[config.mk]
export PLATFORM = sky130hd
export DESIGN_NAME = tcw_sequencer
export DESIGN_NICKNAME = d
export VERILOG_FILES = /design/src/rtl/core/text_console_writer_defines.svh /design/src/rtl/core/tcw_pkg.sv /design/src/rtl/core/tcw_sequencer.sv
export SDC_FILE = /design/constraint.sdc
export NUM_CORES = 1
export LEC_CHECK = 0
export BUFFER_PORTS_ARGS = -buffer_cell sky130_fd_sc_hd__buf_2
export CORE_UTILIZATION = 50
export CTS_CLUSTER_DIAMETER = 50
export DETAILED_ROUTE_END_ITERATION = 8
export PLACE_DENSITY_LB_ADDON = 0.1
export SYNTH_ARGS = -nofsm -noshare
export SYNTH_HDL_FRONTEND = slang
export SYNTH_SLANG_ARGS = --single-unit
[constraint.sdc]
create_clock -name clock -period 2.7 [get_ports clock]
set_input_delay 0.54 -clock clock [delete_from_list [all_inputs] [get_ports clock]]
set_output_delay 0.54 -clock clock [all_outputs]
set_load 0.03 [all_outputs]
[src/rtl/core/text_console_writer_defines.svh]
// ---------------------------------------------------------------------------
// Text console writer assertion macros
// Shared property shorthands for the console writer checks.
// ---------------------------------------------------------------------------
`ifndef TEXT_CONSOLE_WRITER_DEFINES_SVH
`define TEXT_CONSOLE_WRITER_DEFINES_SVH

// same-cycle implication, disabled in reset
`define TCW_ASSERT_NOW(label, ante, cons, msg) \
   label: assert property (@(posedge clock) disable iff (reset) (ante) |-> (cons)) \
      else $error(msg);

// next-cycle implication, disabled in reset
`define TCW_ASSERT_NEXT(label, ante, cons, msg) \
   label: assert property (@(posedge clock) disable iff (reset) (ante) |=> (cons)) \
      else $error(msg);

`endif

[src/rtl/core/tcw_pkg.sv]
// ---------------------------------------------------------------------------
// Text console writer package
// Grid geometry, field widths, command codes and the microprogram.
// ---------------------------------------------------------------------------
package tcw_pkg;

   // grid geometry
   localparam int COLUMNS = 80;
   localparam int ROWS    = 25;
   localparam int CELLS   = COLUMNS * ROWS;
   localparam int ADDR_W  = $clog2(CELLS);

   // field widths
   localparam int COL_W  = 7;
   localparam int ROW_W  = 6;
   localparam int CHAR_W = 8;
   localparam int ATTR_W = 8;
   localparam int CELL_W = CHAR_W + ATTR_W;
   localparam int LIN_W  = ROW_W + COL_W + 1;

   // characters
   localparam logic [CHAR_W-1:0] CH_ERROR   = 8'h45;
   localparam logic [CHAR_W-1:0] CH_BLANK   = 8'h20;
   localparam logic [CHAR_W-1:0] CH_NEWLINE = 8'h0A;

   // command codes
   localparam logic [1:0] OP_PUT   = 2'd0;
   localparam logic [1:0] OP_CLEAR = 2'd1;
   localparam logic [1:0] OP_READ  = 2'd2;

   // register indexes and reset values
   localparam logic CSR_DEFAULT_ATTR = 1'b0;
   localparam logic CSR_ERROR_ATTR   = 1'b1;
   localparam logic [ATTR_W-1:0] DEFAULT_ATTR_RST = 8'd15;
   localparam logic [ATTR_W-1:0] ERROR_ATTR_RST   = 8'd244;

   // sequencing conditions
   localparam logic [2:0] COND_NEXT       = 3'd0;
   localparam logic [2:0] COND_JUMP       = 3'd1;
   localparam logic [2:0] COND_DISPATCH   = 3'd2;
   localparam logic [2:0] COND_WAIT_START = 3'd3;
   localparam logic [2:0] COND_WAIT_FREE  = 3'd4;
   localparam logic [2:0] COND_WRAP       = 3'd5;
   localparam logic [2:0] COND_NOT_LAST   = 3'd6;

   // address register operations
   localparam logic [1:0] AOP_HOLD   = 2'd0;
   localparam logic [1:0] AOP_ZERO   = 2'd1;
   localparam logic [1:0] AOP_TARGET = 2'd2;
   localparam logic [1:0] AOP_INC    = 2'd3;

   // cell store write operations
   localparam logic [2:0] WOP_NONE  = 3'd0;
   localparam logic [2:0] WOP_ZERO  = 3'd1;
   localparam logic [2:0] WOP_CHAR  = 3'd2;
   localparam logic [2:0] WOP_ERROR = 3'd3;
   localparam logic [2:0] WOP_BLANK = 3'd4;
   localparam logic [2:0] WOP_MOVE  = 3'd5;

   // cell store read operations
   localparam logic [1:0] ROP_NONE = 2'd0;
   localparam logic [1:0] ROP_ADDR = 2'd1;
   localparam logic [1:0] ROP_SRC  = 2'd2;

   // cursor operations
   localparam logic [1:0] COP_HOLD    = 2'd0;
   localparam logic [1:0] COP_ADVANCE = 2'd1;
   localparam logic [1:0] COP_HOME    = 2'd2;

   // loop limits
   localparam logic LIM_ALL  = 1'b0;
   localparam logic LIM_MOVE = 1'b1;

   // command classes for the dispatch jump
   localparam logic [2:0] CLS_PUT     = 3'd0;
   localparam logic [2:0] CLS_BAD_PUT = 3'd1;
   localparam logic [2:0] CLS_READ    = 3'd2;
   localparam logic [2:0] CLS_CLEAR   = 3'd3;
   localparam logic [2:0] CLS_RESP    = 3'd4;

   // microprogram addresses
   localparam int UPC_W = 4;
   localparam logic [UPC_W-1:0] UA_INIT     = 4'd0;
   localparam logic [UPC_W-1:0] UA_IDLE     = 4'd1;
   localparam logic [UPC_W-1:0] UA_DECODE   = 4'd2;
   localparam logic [UPC_W-1:0] UA_PUT      = 4'd3;
   localparam logic [UPC_W-1:0] UA_RESP     = 4'd4;
   localparam logic [UPC_W-1:0] UA_BAD_PUT  = 4'd5;
   localparam logic [UPC_W-1:0] UA_READ     = 4'd6;
   localparam logic [UPC_W-1:0] UA_CAPTURE  = 4'd7;
   localparam logic [UPC_W-1:0] UA_CLEAR    = 4'd8;
   localparam logic [UPC_W-1:0] UA_CLR_LOOP = 4'd9;
   localparam logic [UPC_W-1:0] UA_CLR_DONE = 4'd10;
   localparam logic [UPC_W-1:0] UA_SCROLL   = 4'd11;
   localparam logic [UPC_W-1:0] UA_MV_RD    = 4'd12;
   localparam logic [UPC_W-1:0] UA_MV_WR    = 4'd13;
   localparam logic [UPC_W-1:0] UA_BLK_LOOP = 4'd14;
   localparam logic [UPC_W-1:0] UA_BLK_DONE = 4'd15;

   // one control word
   typedef struct packed {
      logic [2:0]       cond;
      logic [UPC_W-1:0] target;
      logic [1:0]       addr_op;
      logic [2:0]       wr_op;
      logic [1:0]       rd_op;
      logic [1:0]       cur_op;
      logic             lim;
      logic             idle;
      logic             decode;
      logic             capture;
      logic             respond;
   } uword_type;

   // datapath conditions back to the sequencer
   typedef struct packed {
      logic       start;
      logic       wrap;
      logic       last;
      logic       out_free;
      logic [2:0] cls;
   } status_type;

   // microprogram store
   function automatic uword_type ucode_rom(input logic [UPC_W-1:0] pc);
      uword_type w;
      w = '0;
      unique case (pc)
         UA_INIT: begin
            // zero the whole store after reset
            w.wr_op   = WOP_ZERO;
            w.addr_op = AOP_INC;
            w.lim     = LIM_ALL;
            w.cond    = COND_NOT_LAST;
            w.target  = UA_INIT;
         end
         UA_IDLE: begin
            w.idle = 1'b1;
            w.cond = COND_WAIT_START;
         end
         UA_DECODE: begin
            w.decode  = 1'b1;
            w.addr_op = AOP_TARGET;
            w.cond    = COND_DISPATCH;
         end
         UA_PUT: begin
            w.wr_op  = WOP_CHAR;
            w.cur_op = COP_ADVANCE;
            w.cond   = COND_WRAP;
            w.target = UA_SCROLL;
         end
         UA_RESP: begin
            w.respond = 1'b1;
            w.cond    = COND_WAIT_FREE;
            w.target  = UA_IDLE;
         end
         UA_BAD_PUT: begin
            w.wr_op  = WOP_ERROR;
            w.cond   = COND_JUMP;
            w.target = UA_RESP;
         end
         UA_READ: begin
            w.rd_op = ROP_ADDR;
            w.cond  = COND_NEXT;
         end
         UA_CAPTURE: begin
            w.capture = 1'b1;
            w.cond    = COND_JUMP;
            w.target  = UA_RESP;
         end
         UA_CLEAR: begin
            w.addr_op = AOP_ZERO;
            w.cur_op  = COP_HOME;
            w.cond    = COND_NEXT;
         end
         UA_CLR_LOOP: begin
            w.wr_op   = WOP_BLANK;
            w.addr_op = AOP_INC;
            w.lim     = LIM_ALL;
            w.cond    = COND_NOT_LAST;
            w.target  = UA_CLR_LOOP;
         end
         UA_CLR_DONE: begin
            w.cond   = COND_JUMP;
            w.target = UA_RESP;
         end
         UA_SCROLL: begin
            w.addr_op = AOP_ZERO;
            w.cond    = COND_NEXT;
         end
         UA_MV_RD: begin
            // fetch the cell one row below
            w.rd_op = ROP_SRC;
            w.cond  = COND_NEXT;
         end
         UA_MV_WR: begin
            w.wr_op   = WOP_MOVE;
            w.addr_op = AOP_INC;
            w.lim     = LIM_MOVE;
            w.cond    = COND_NOT_LAST;
            w.target  = UA_MV_RD;
         end
         UA_BLK_LOOP: begin
            w.wr_op   = WOP_BLANK;
            w.addr_op = AOP_INC;
            w.lim     = LIM_ALL;
            w.cond    = COND_NOT_LAST;
            w.target  = UA_BLK_LOOP;
         end
         UA_BLK_DONE: begin
            w.cond   = COND_JUMP;
            w.target = UA_RESP;
         end
         default: begin
            w.cond   = COND_JUMP;
            w.target = UA_IDLE;
         end
      endcase
      return w;
   endfunction

   // dispatch map from command class to routine entry
   function automatic logic [UPC_W-1:0] dispatch_target(input logic [2:0] cls);
      logic [UPC_W-1:0] t;
      unique case (cls)
         CLS_PUT:     t = UA_PUT;
         CLS_BAD_PUT: t = UA_BAD_PUT;
         CLS_READ:    t = UA_READ;
         CLS_CLEAR:   t = UA_CLEAR;
         default:     t = UA_RESP;
      endcase
      return t;
   endfunction

endpackage

[src/rtl/core/tcw_sequencer.sv]
// ---------------------------------------------------------------------------
// Text console writer sequencer
// Step counter, microprogram lookup and conditional next-step selection.
// ---------------------------------------------------------------------------
module tcw_sequencer (
   input  logic                  clock,
   input  logic                  reset,
   input  tcw_pkg::status_type   status,
   output tcw_pkg::uword_type    ctrl
);
   import tcw_pkg::*;

   logic [UPC_W-1:0] upc_ff;
   logic [UPC_W-1:0] upc_in;
   logic [UPC_W-1:0] upc_next;
   uword_type        word;

   // current control word
   assign word     = ucode_rom(upc_ff);
   assign ctrl     = word;
   assign upc_next = upc_ff + UPC_W'(1);

   // next step
   always_comb begin
      unique case (word.cond)
         COND_NEXT:       upc_in = upc_next;
         COND_JUMP:       upc_in = word.target;
         COND_DISPATCH:   upc_in = dispatch_target(status.cls);
         COND_WAIT_START: upc_in = status.start ? upc_next : upc_ff;
         COND_WAIT_FREE:  upc_in = status.out_free ? word.target : upc_ff;
         COND_WRAP:       upc_in = status.wrap ? word.target : upc_next;
         COND_NOT_LAST:   upc_in = status.last ? upc_next : word.target;
         default:         upc_in = UA_IDLE;
      endcase
   end

   always_ff @(posedge clock) begin
      if (reset) begin
         upc_ff <= UA_INIT;
      end else begin
         upc_ff <= upc_in;
      end
   end

endmodule

==> qor.txt, run 1 <==
Crit path DAT -> 1.99 ns
VDD IR-drop max -> 1.03 mV
Slowest-stage cell, CP -> dfxtp_2
Layout area overhead -> 21.0%
Clk root buf -> clkbuf_4
Crit path kind -> flip-flop to output port
Total power per unit cell area -> 1520 nW/um^2
Critical Path Start -> upc_ff[0]
Tmin final -> 2.53 ns
Max reg flops -> 4
Max-Slew Margin vs Limit -> 64.7%
Top post-synthesis cells by area -> dfxtp_1 (8.1%), a21oi_1 (6.6%), nand2_1 (5.3%), ha_1 (5.1%), nand2b_1 (5.1%)
Max-cap violations -> 0
Async SR Flop Fraction -> 0%
Post-DP HPWL -> 2.27 mm
Cells after Synth -> 150
Chip Width -> 46.4 um
Setup_tns -> 0 ns
F_max -> 395 MHz
Largest registers -> upc_ff: 4 flops
Worst-path fanout max -> 10
Critical path's most frequent cell -> inv_1
Vias in the first global route -> 958
Worst hold path type -> primary input to flip-flop
Max-slew violations -> 0
Slew @ Worst Pin -> 0.529 ns
Synth top area share -> 8.13%
Total Wirelength -> 2.94 mm
Tcrit/Tclk final -> 93.7%
R2R Path Start -> upc_ff[0]
Mean Syn Cell Area -> 6.56 um^2
Status -> completed
RePlAce Congestion -> 0.949
Commonest non-fill, non-tap cell in the layout -> buf_2
Total grt overflow -> 0
Final net count -> 192
Max incr delay on CP -> 0.39 ns
Primary FF master, synth -> dfxtp_1
IO Pins -> 30
Synth Net Count -> 163
Sequential-to-total area share from yosys stat -> 8.13%
Buf+Inv Stages, Crit Path -> 4
Average wire per standard cell -> 14.6 um
Row Count -> 15
CTS tree -> built
Distinct cells, synth -> 52
Ant. Diodes -> 0
Clock buffer depth -> 2
CTS clk-pin slew, worst paths -> 0.04 ns
RSZ-0062 raised after global routing -> no
Vias -> 1231
Drt initial violations -> 61
DRT antenna net count -> 0
Leak Pwr -> 0.543 nW
Initial antenna violation count -> 0
Largest net degree at the start of global routing -> 20
Place WS -> 0.262 ns
CORE AREA -> 1780 um^2
Most frequent cells in the layout -> buf_2 (29), nand2_1 (14), a21oi_1 (13), nor2_1 (12), o21ai_0 (10)
CP cell instances -> inv_1, ha_1, a21o_1, nand2_1, inv_2, nor2_1, inv_1, buf_2
Full die area -> 2150 um^2
Worst Clk Skew -> 0.00826 ns
DR pass1 iterations -> 4
First-pass GRT wire length -> 4.44 mm
Residual DRC -> 0
Synth Warn # -> 0
H-tree levels -> 1
Initial Util -> 55.2%
Port buffer count -> 29
Biggest register -> upc_ff
Clock Latency Late Sink -> 0.24 ns
Vias per std cell -> 6.09
Crit path capture type -> output port
Mapped Area -> 985 um^2
Synth Register Bits -> 4
Critical path launch point type -> flip-flop
Hold path start -> reset
Die Y -> 46.4 um
Setup ws final -> 0.169 ns
Final setup fails -> 0
Final hold vios -> 0
Share of cells above drive strength 1 -> 31.1%
Total track usage -> 28.3%
CP required -> 2.16 ns
Cell family with most CP delay -> buffers and inverters
Num CTS Buffers -> 3
Clock Sinks -> 4
EDFF count, synth -> 0
Biggest area consumer among synthesized cells -> dfxtp_1
logic make-up after synthesis:
group,count (synthesis),share of synthesized area [%]
simple gates,66,36.3
compound gates,51,37.2
buf+inv,21,9.40
fa+ha+maj,4,5.08
flops,4,8.13
xor+xnor,3,2.67
mux,1,1.14
per-layer routing:
layer | up-vias | wire, um | global-route usage (%)
li1 | 606 | - | -
met1 | 557 | 1370 | 40.4
met2 | 62 | 1360 | 43.6
met3 | 6 | 173 | 6.27
met4 | 0 | 30 | 4.12
met5 | - | 0 | 0
cells in the mapped netlist, types with 2 or more instances:
| library cell | number |
|---|---|
| nand2_1 | 14 |
| a21oi_1 | 13 |
| nor2_1 | 12 |
| o21ai_0 | 10 |
| nand2b_1 | 8 |
| inv_1 | 6 |
| buf_2 | 5 |
| clkbuf_1 | 5 |
| nor3_1 | 5 |
| o211ai_1 | 5 |
| and2_1 | 4 |
| dfxtp_1 | 4 |
| ha_1 | 4 |
| and3_1 | 3 |
| inv_2 | 3 |
| nor2b_1 | 3 |
| o21bai_1 | 3 |
| a21o_1 | 2 |
| a32oi_1 | 2 |
| nand3_1 | 2 |
| nand4_1 | 2 |
| nor4_1 | 2 |
| or3b_1 | 2 |
| or4_1 | 2 |
| xor2_1 | 2 |
timing repair:
item | in CTS | in global routing
setup endpoints to repair | 0 | 3
hold buffers | 0 | 0
hold endpoints to repair | 0 | 0
setup buffers | 0 | 0
resized for setup | 0 | 5
power by group:
group	leakage (nW)	internal, W	total (W)	switching [W]
combinational	0.496	0.000561	0.00157	0.00101
sequential	0.0330	0.0000884	0.000160	0.0000714
clock	0.0138	0.0000497	0.0000735	0.0000239
through the flow:
step	utilization (%)	power, W	hold WS [ns]	cell area (um^2)	instances
floorplan	-	0.00130	0.551	985	150
global placement	64.8	0.00166	0.584	1150	199
detailed placement	64.8	0.00168	0.597	1150	199
CTS	66.0	0.00176	0.521	1180	202
global route	66.8	0.00194	0.515	1190	202
finish	66.8	0.00181	0.513	1190	202
cell type report:
cell class	instances	area [um^2]
Sequential cell	4	81.3
Clock buffer	3	22.5
Fill cell	173	592
Multi-Input combinational cell	125	825
Timing Repair Buffer	36	198
Inverter	9	33.8
Tap cell	25	31.3
worst paths after layout:
kind / to / depth (start not counted) / slack [ns]
worst max-delay path: ctrl[20] / 8 / 0.17
worst min-delay path: upc_ff[0] / 2 / 0.51
worst max register to register: upc_ff[0] / 9 / 0.35
worst min register to register: upc_ff[0] / 2 / 0.55
No activity file was read; power rests on OpenSTA's default activity.
==> run 2, diff against run 1 <==
--- a/config.mk
+++ b/config.mk
@@ -6,10 +6,11 @@
 export NUM_CORES = 1
 export LEC_CHECK = 0
 export BUFFER_PORTS_ARGS = -buffer_cell sky130_fd_sc_hd__buf_2
+export CORE_MARGIN = 5
 export CORE_UTILIZATION = 50
 export CTS_CLUSTER_DIAMETER = 50
 export DETAILED_ROUTE_END_ITERATION = 8
-export PLACE_DENSITY_LB_ADDON = 0.1
+export PLACE_DENSITY = 0.89
 export SYNTH_ARGS = -nofsm -noshare
 export SYNTH_HDL_FRONTEND = slang
 export SYNTH_SLANG_ARGS = --single-unit
==> qor.txt, run 2 (synthesis gave the netlist of run 1 again) <==
Crit path capture type -> output port
Slew @ Worst Pin -> 0.555 ns (+0.0265 ns)
Biggest register -> upc_ff
Port buffer count -> 29 (unchanged)
Worst Clk Skew -> 0.0000824 ns (-0.00818 ns)
VDD IR-drop max -> 0.908 mV (-12%)
Largest registers -> upc_ff: 4 flops
Most frequent cells in the layout -> buf_2 (29), nand2_1 (14), a21oi_1 (13), nor2_1 (12), o21ai_0 (10)
Row Count -> 16 (+1)
Crit path DAT -> 1.96 ns (-0.03 ns)
Total track usage -> 20.9% (-7.4 points)
Final setup fails -> 0 (unchanged)
Switching pwr -> 0.00109 W (-1.3%)
Residual DRC -> 0 (unchanged)
Clk network pwr share -> 4.0% (about the same)
Post-DP HPWL -> 2.31 mm (+1.6%)
Clock Sinks -> 4 (unchanged)
Ant. Diodes -> 0 (unchanged)
R2R Path Start -> upc_ff[1]
Worst hold path depth -> 2 (unchanged)
Tcrit/Tclk final -> 92.5% (-1.2 points)
CP required -> 2.16 ns (about the same)
Final hold vios -> 0 (unchanged)
Die Y -> 54.4 um (+17%)
Vias -> 1253 (+1.8%)
Initial antenna violation count -> 0 (unchanged)
Num CTS Buffers -> 3 (unchanged)
Reg area -> 81.3 um^2 (unchanged)
Post-CTS Setup Bufs -> 0 (unchanged)
First-pass GRT wire length -> 4.69 mm (+5.6%)
Flop pwr share -> 8.7% (-0.2 points)
Fillers -> 188 (+8.7%)
Slowest-stage cell, CP -> dfxtp_1
Commonest non-fill, non-tap cell in the layout -> buf_2
Clock Latency Late Sink -> 0.23 ns (about the same)
Hold path start -> reset
RSZ-0062 raised after global routing -> no
Leak Pwr -> 0.530 nW (-2.3%)
Comb pwr share -> 87.3% (+0.2 points)
Final core utilization -> 61.1% (-5.7 points)
Tmin final -> 2.50 ns (-0.0323 ns)
R2R depth -> 8 (-1)
Max-Slew Margin vs Limit -> 62.9% (-1.8 points)
Max-slew violations -> 0 (unchanged)
Share of cells above drive strength 1 -> 29.7% (-1.4 points)
Chip Width -> 54.4 um (+17%)
DR pass1 iterations -> 4 (unchanged)
Vias in the first global route -> 1100 (+15%)
CTS clk-pin slew, worst paths -> 0.03 ns (about the same)
RePlAce Congestion -> 0.988 (+4.1%)
DRT antenna net count -> 0 (unchanged)
CTS tree -> built
Critical path's most frequent cell -> inv_1
Critical path launch point type -> flip-flop
Max incr delay on CP -> 0.40 ns (about the same)
CP cell instances -> inv_1, ha_2, a21o_1, nand2_1, inv_2, nor2_1, inv_1, buf_2
Net Sw Frac -> 61.7% (+0.36 points)
Total grt overflow -> 0 (unchanged)
Layout area overhead -> 19.2%
Total power per unit cell area -> 1510 nW/um^2 (-0.38%)
Max reg flops -> 4 (unchanged)
Status -> completed
Initial Util -> 51.2% (-4.0 points)
F_max -> 400 MHz (+1.3%)
Clk root buf -> clkbuf_4
CORE AREA -> 1920 um^2 (+7.8%)
Worst-path fanout max -> 20 (+10)
Final net count -> 190 (-1.0%)
Max-cap violations -> 0 (unchanged)
Vias per std cell -> 6.20 (+1.8%)
Drt initial violations -> 84 (+38%)
Final Total Pwr -> 0.00177 W (-1.8%)
Pint -> 0.000680 W (-2.8%)
Clock buffer depth -> 2 (unchanged)
Largest net degree at the start of global routing -> 22 (+10%)
Crit path kind -> flip-flop to output port
Multi-input logic area -> 820 um^2 (-0.61%)
Slack of the worst reg-to-reg path -> 0.32 ns (-0.03 ns)
Average wire per standard cell -> 14.5 um (-0.51%)
Total Wirelength -> 2.93 mm (-0.51%)
Worst hold path type -> primary input to flip-flop
Full die area -> 2960 um^2 (+37%)
Setup_tns -> 0 ns (unchanged)
Capturing point of the worst reg2reg path -> upc_ff[3]
H-tree levels -> 1 (unchanged)
Worst Hold End -> upc_ff[0]
IO Pins -> 30 (unchanged)
run 2: cell types whose count changed in the layout (fill, tap and decap cells not counted):
cell,before,now
nor3_1,4,5
buf_4,7,5
nor3_2,1,0
run 2: power by group through the flow:
stage	registers, W	logic [W]	clock network, W
2_1_floorplan	0.000119	0.00118	0
3_3_place_gp	0.000145	0.00148	0
3_5_place_dp	0.000151	0.00152	0
4_1_cts	0.000151	0.00152	0.0000751
5_1_grt	0.000163	0.00168	0.0000782
6_report	0.000155	0.00155	0.0000713
run 2: how the worst max path moves through the flow:
| stage | startpoint | end | slack [ns] | depth (start not counted) |
|---|---|---|---|---|
| 2_1_floorplan | upc_ff[0] | upc_ff[0] | 0.26 | 8 |
| 3_3_place_gp | upc_ff[0] | ctrl[20] | 0.32 | 8 |
| 3_5_place_dp | upc_ff[0] | upc_ff[0] | 0.19 | 8 |
| 4_1_cts | upc_ff[1] | ctrl[20] | 0.04 | 8 |
| 5_1_grt | upc_ff[1] | ctrl[20] | 0.004 | 8 |
| 6_report | upc_ff[1] | ctrl[20] | 0.20 | 8 |
run 2: layout make-up:
class                   instances  area share [%]
clock buffers                   3            1.92
inverters                       9            2.88
multi-input cells             125            69.8
flip-flops and latches          4            6.93
well taps                      27            2.88
repair buffers                 34            15.6
run 2: routing by layer:
layer | track usage, % | wire length [um] | vias up
met5 | 0 | 0 | -
met3 | 1.91 | 269 | 10
li1 | - | - | 597
met2 | 32.1 | 1320 | 73
met1 | 28.1 | 1250 | 573
met4 | 12.0 | 82 | 0
run 2: stage by stage:
stage                     std cells  instance area, um^2  setup slack [ns]  hold slack (ns)
after floorplan                 150                  985             0.256            0.551
after global placement          199                 1140             0.319            0.584
after detailed placement        199                 1140             0.188            0.607
after CTS                       202                 1170            0.0444            0.515
after global routing            202                 1170           0.00447            0.523
final                           202                 1170             0.202            0.517
run 2: worst max-delay path, delay by kind of cell (launching register included):
| kind | cells | cell delay [ns] |
|---|---|---|
| compound gates | 1 | 0.19 |
| fa+ha+maj | 1 | 0.31 |
| buf+inv | 4 | 0.45 |
| flops | 1 | 0.40 |
| simple gates | 2 | 0.37 |
run 2: repair_timing:
action	4_1_cts	5_1_grt
resized for setup	1	3
endpoints found under the setup margin	1	2
hold buffers	0	0
cloned	0	0
==> run 3, diff against run 2 <==
--- a/config.mk
+++ b/config.mk
@@ -5,7 +5,9 @@
 export SDC_FILE = /design/constraint.sdc
 export NUM_CORES = 1
 export LEC_CHECK = 0
+export ABC_AREA = 1
 export BUFFER_PORTS_ARGS = -buffer_cell sky130_fd_sc_hd__buf_2
+export CAP_MARGIN = 5
 export CORE_MARGIN = 5
 export CORE_UTILIZATION = 50
 export CTS_CLUSTER_DIAMETER = 50
==> qor.txt, run 3 <==
Critical path launch point type -> flip-flop
Max-slew violations -> 0 (unchanged)
Max-Slew Margin vs Limit -> 64.3% (+1.3 points)
Num CTS Buffers -> 3 (unchanged)
Clock buffer depth -> 2 (unchanged)
Synth Register Bits -> 4 (unchanged)
Largest registers -> upc_ff: 4 flops
Layout area overhead -> 18.5%
Final Total Pwr -> 0.00182 W (+2.5%)
Drt initial violations -> 27 (-68%)
RePlAce Congestion -> 0.919 (-7.1%)
Clock Latency Late Sink -> 0.23 ns (about the same)
Post-CTS Setup Bufs -> 0 (unchanged)
Leak Pwr -> 0.653 nW (+23%)
Clock Sinks -> 4 (unchanged)
Worst Clk Skew -> 0.00251 ns (+0.00243 ns)
Slew @ Worst Pin -> 0.535 ns (-0.0201 ns)
Tmin final -> 2.57 ns (+0.0683 ns)
Largest net degree at the start of global routing -> 13 (-41%)
Total grt overflow -> 0 (unchanged)
Cells after Synth -> 153 (+2.0%)
Worst hold path type -> primary input to flip-flop
Vias per std cell -> 5.27 (-15%)
Status -> completed
Die Y -> 54.9 um (+0.98%)
CTS Hold Bufs -> 0 (unchanged)
Total track usage -> 18.4% (-2.5 points)
EDFF count, synth -> 0 (unchanged)
Crit path DAT -> 2.03 ns (+0.07 ns)
Initial antenna violation count -> 0 (unchanged)
Post-CTS Resized -> 0 (-1)
RSZ-0062 raised after global routing -> no
Mean Syn Cell Area -> 6.59 um^2 (+0.41%)
Commonest cells post-synth -> nand2_1 (28), inv_1 (19), nor2_1 (17), nand3_1 (15), a21oi_1 (9)
Post-DP HPWL -> 2.19 mm (-5.3%)
Residual DRC -> 0 (unchanged)
Share of cells above drive strength 1 -> 38.6% (+8.9 points)
Commonest non-fill, non-tap cell in the layout -> buf_2
CTS tree -> built
DRT antenna net count -> 0 (unchanged)
Crit path capture type -> output port
Tcrit/Tclk final -> 95.1% (+2.5 points)
Vias -> 1112 (-11%)
Top post-synthesis cells by area -> nand2_1 (10%), dfxtp_1 (7.9%), nand3_1 (7.4%), inv_1 (7.1%), nand3_4 (6.9%)
Distinct cells, synth -> 32 (-38%)
F_max -> 390 MHz (-2.7%)
Most numerous cell in the Yosys netlist -> nand2_1
Final setup fails -> 0 (unchanged)
Total power per unit cell area -> 1520 nW/um^2 (+0.68%)
CORE AREA -> 1940 um^2 (+1.0%)
Worst-path fanout max -> 7 (-65%)
Vias in the first global route -> 974 (-11%)
Crit path kind -> flip-flop to output port
Biggest area consumer among synthesized cells -> nand2_1
Synth Warn # -> 0 (unchanged)
CTS clk-pin slew, worst paths -> 0.03 ns (about the same)
Biggest register -> upc_ff
Max-cap violations -> 0 (unchanged)
CP required -> 2.16 ns (about the same)
Initial Util -> 51.9% (+0.70 points)
Primary FF master, synth -> dfxtp_1
VDD IR-drop max -> 0.929 mV (+2.3%)
Full die area -> 3020 um^2 (+2.0%)
H-tree levels -> 1 (unchanged)
Total Wirelength -> 2.52 mm (-14%)
Synth top area share -> 10.4% (+2.3 points)
Setup_tns -> 0 ns (unchanged)
Mapped Area -> 1010 um^2 (+2.4%)
First-pass GRT wire length -> 4.06 mm (-13%)
Sequential-to-total area share from yosys stat -> 7.94% (-0.19 points)
Port buffer count -> 29 (unchanged)
Async SR Flop Fraction -> 0% (unchanged)
Row Count -> 16 (unchanged)
IO Pins -> 30 (unchanged)
Chip Width -> 54.9 um (+0.98%)
Average wire per standard cell -> 11.9 um (-18%)
Final hold vios -> 0 (unchanged)
Most frequent cells in the layout -> buf_2 (29), nand2_1 (28), inv_1 (19), nor2_1 (17), nand3_1 (15)
Final net count -> 199 (+4.7%)
Ant. Diodes -> 0 (unchanged)
Clk root buf -> clkbuf_4
Synth Net Count -> 166 (+1.8%)
DR pass1 iterations -> 4 (unchanged)
Max reg flops -> 4 (unchanged)
[run 3: cell count changes after synthesis, sizes merged, moves of 4 or more]
| cell | delta |
|---|---|
| nor2 | +10 |
| clkbuf | -5 |
| buf | -5 |
| nand3 | +20 |
| and2 | -4 |
| inv | +17 |
| nand2 | +21 |
| nand2b | -8 |
| o211ai | -6 |
[run 3: per-stage QoR]
| step | util (%) | std cells | hold slack, ns | area [um^2] | setup WS [ns] |
|---|---|---|---|---|---|
| 5_1_grt | 61.5 | 211 | 0.501 | 1190 | 0.00773 |
| 2_1_floorplan | - | 153 | 0.483 | 1010 | 0.521 |
| 4_1_cts | 61.5 | 211 | 0.503 | 1190 | 0.135 |
| 3_3_place_gp | 60.4 | 208 | 0.514 | 1170 | 0.489 |
| 3_5_place_dp | 60.4 | 208 | 0.527 | 1170 | 0.391 |
| 6_report | 61.5 | 211 | 0.508 | 1190 | 0.133 |
[run 3: critical path, stage by stage, from the launching register on]
cell     delay (ns)
dfxtp_1        0.45
inv_1          0.13
ha_1           0.27
nand3_2        0.15
nand2_4        0.09
inv_4          0.08
nand2_2        0.05
nor2_2         0.16
nand2_2        0.14
nand2_1        0.09
buf_2          0.19
[run 3: area by class of cell]
class	instances	area [um^2]
clock buffers	3	22.5
fillers	190	747
inverters	26	103
multi-input cells	121	803
flip-flops and latches	4	80.1
well taps	27	33.8
repair buffers	30	153
[run 3: final timing paths]
check | start | to | slack, ns | depth (start not counted)
worst max-delay path | upc_ff[0] | ctrl[18] | 0.13 | 10
worst min-delay path | reset | upc_ff[2] | 0.51 | 2
worst max register to register | upc_ff[0] | upc_ff[0] | 0.56 | 12
worst min register to register | upc_ff[1] | upc_ff[1] | 0.53 | 2
[run 3: cells by family after synthesis]
logic type               Yosys count  share of synthesized area [%]
XOR/XNOR                           1                          0.869
flip-flops                         4                           7.94
adder cells (fa/ha/maj)            4                           4.96
AO/OA/AOI/OAI                     23                           16.1
AND/OR/NAND/NOR                   93                           57.7
buffers and inverters             28                           12.4
[run 3: metal layers]
layer | track usage [%] | part of all wire [%]
met3 | 1.61 | 5.1
met4 | 7.29 | 1.8
met1 | 22.3 | 41
met5 | 0 | 0
met2 | 33.1 | 52
[run 3: report_power, final]
part           switching (W)  total [W]  internal [W]
clock              0.0000221  0.0000717     0.0000495
combinational        0.00111    0.00160      0.000492
sequential         0.0000586   0.000141     0.0000827
total                0.00119    0.00182      0.000625
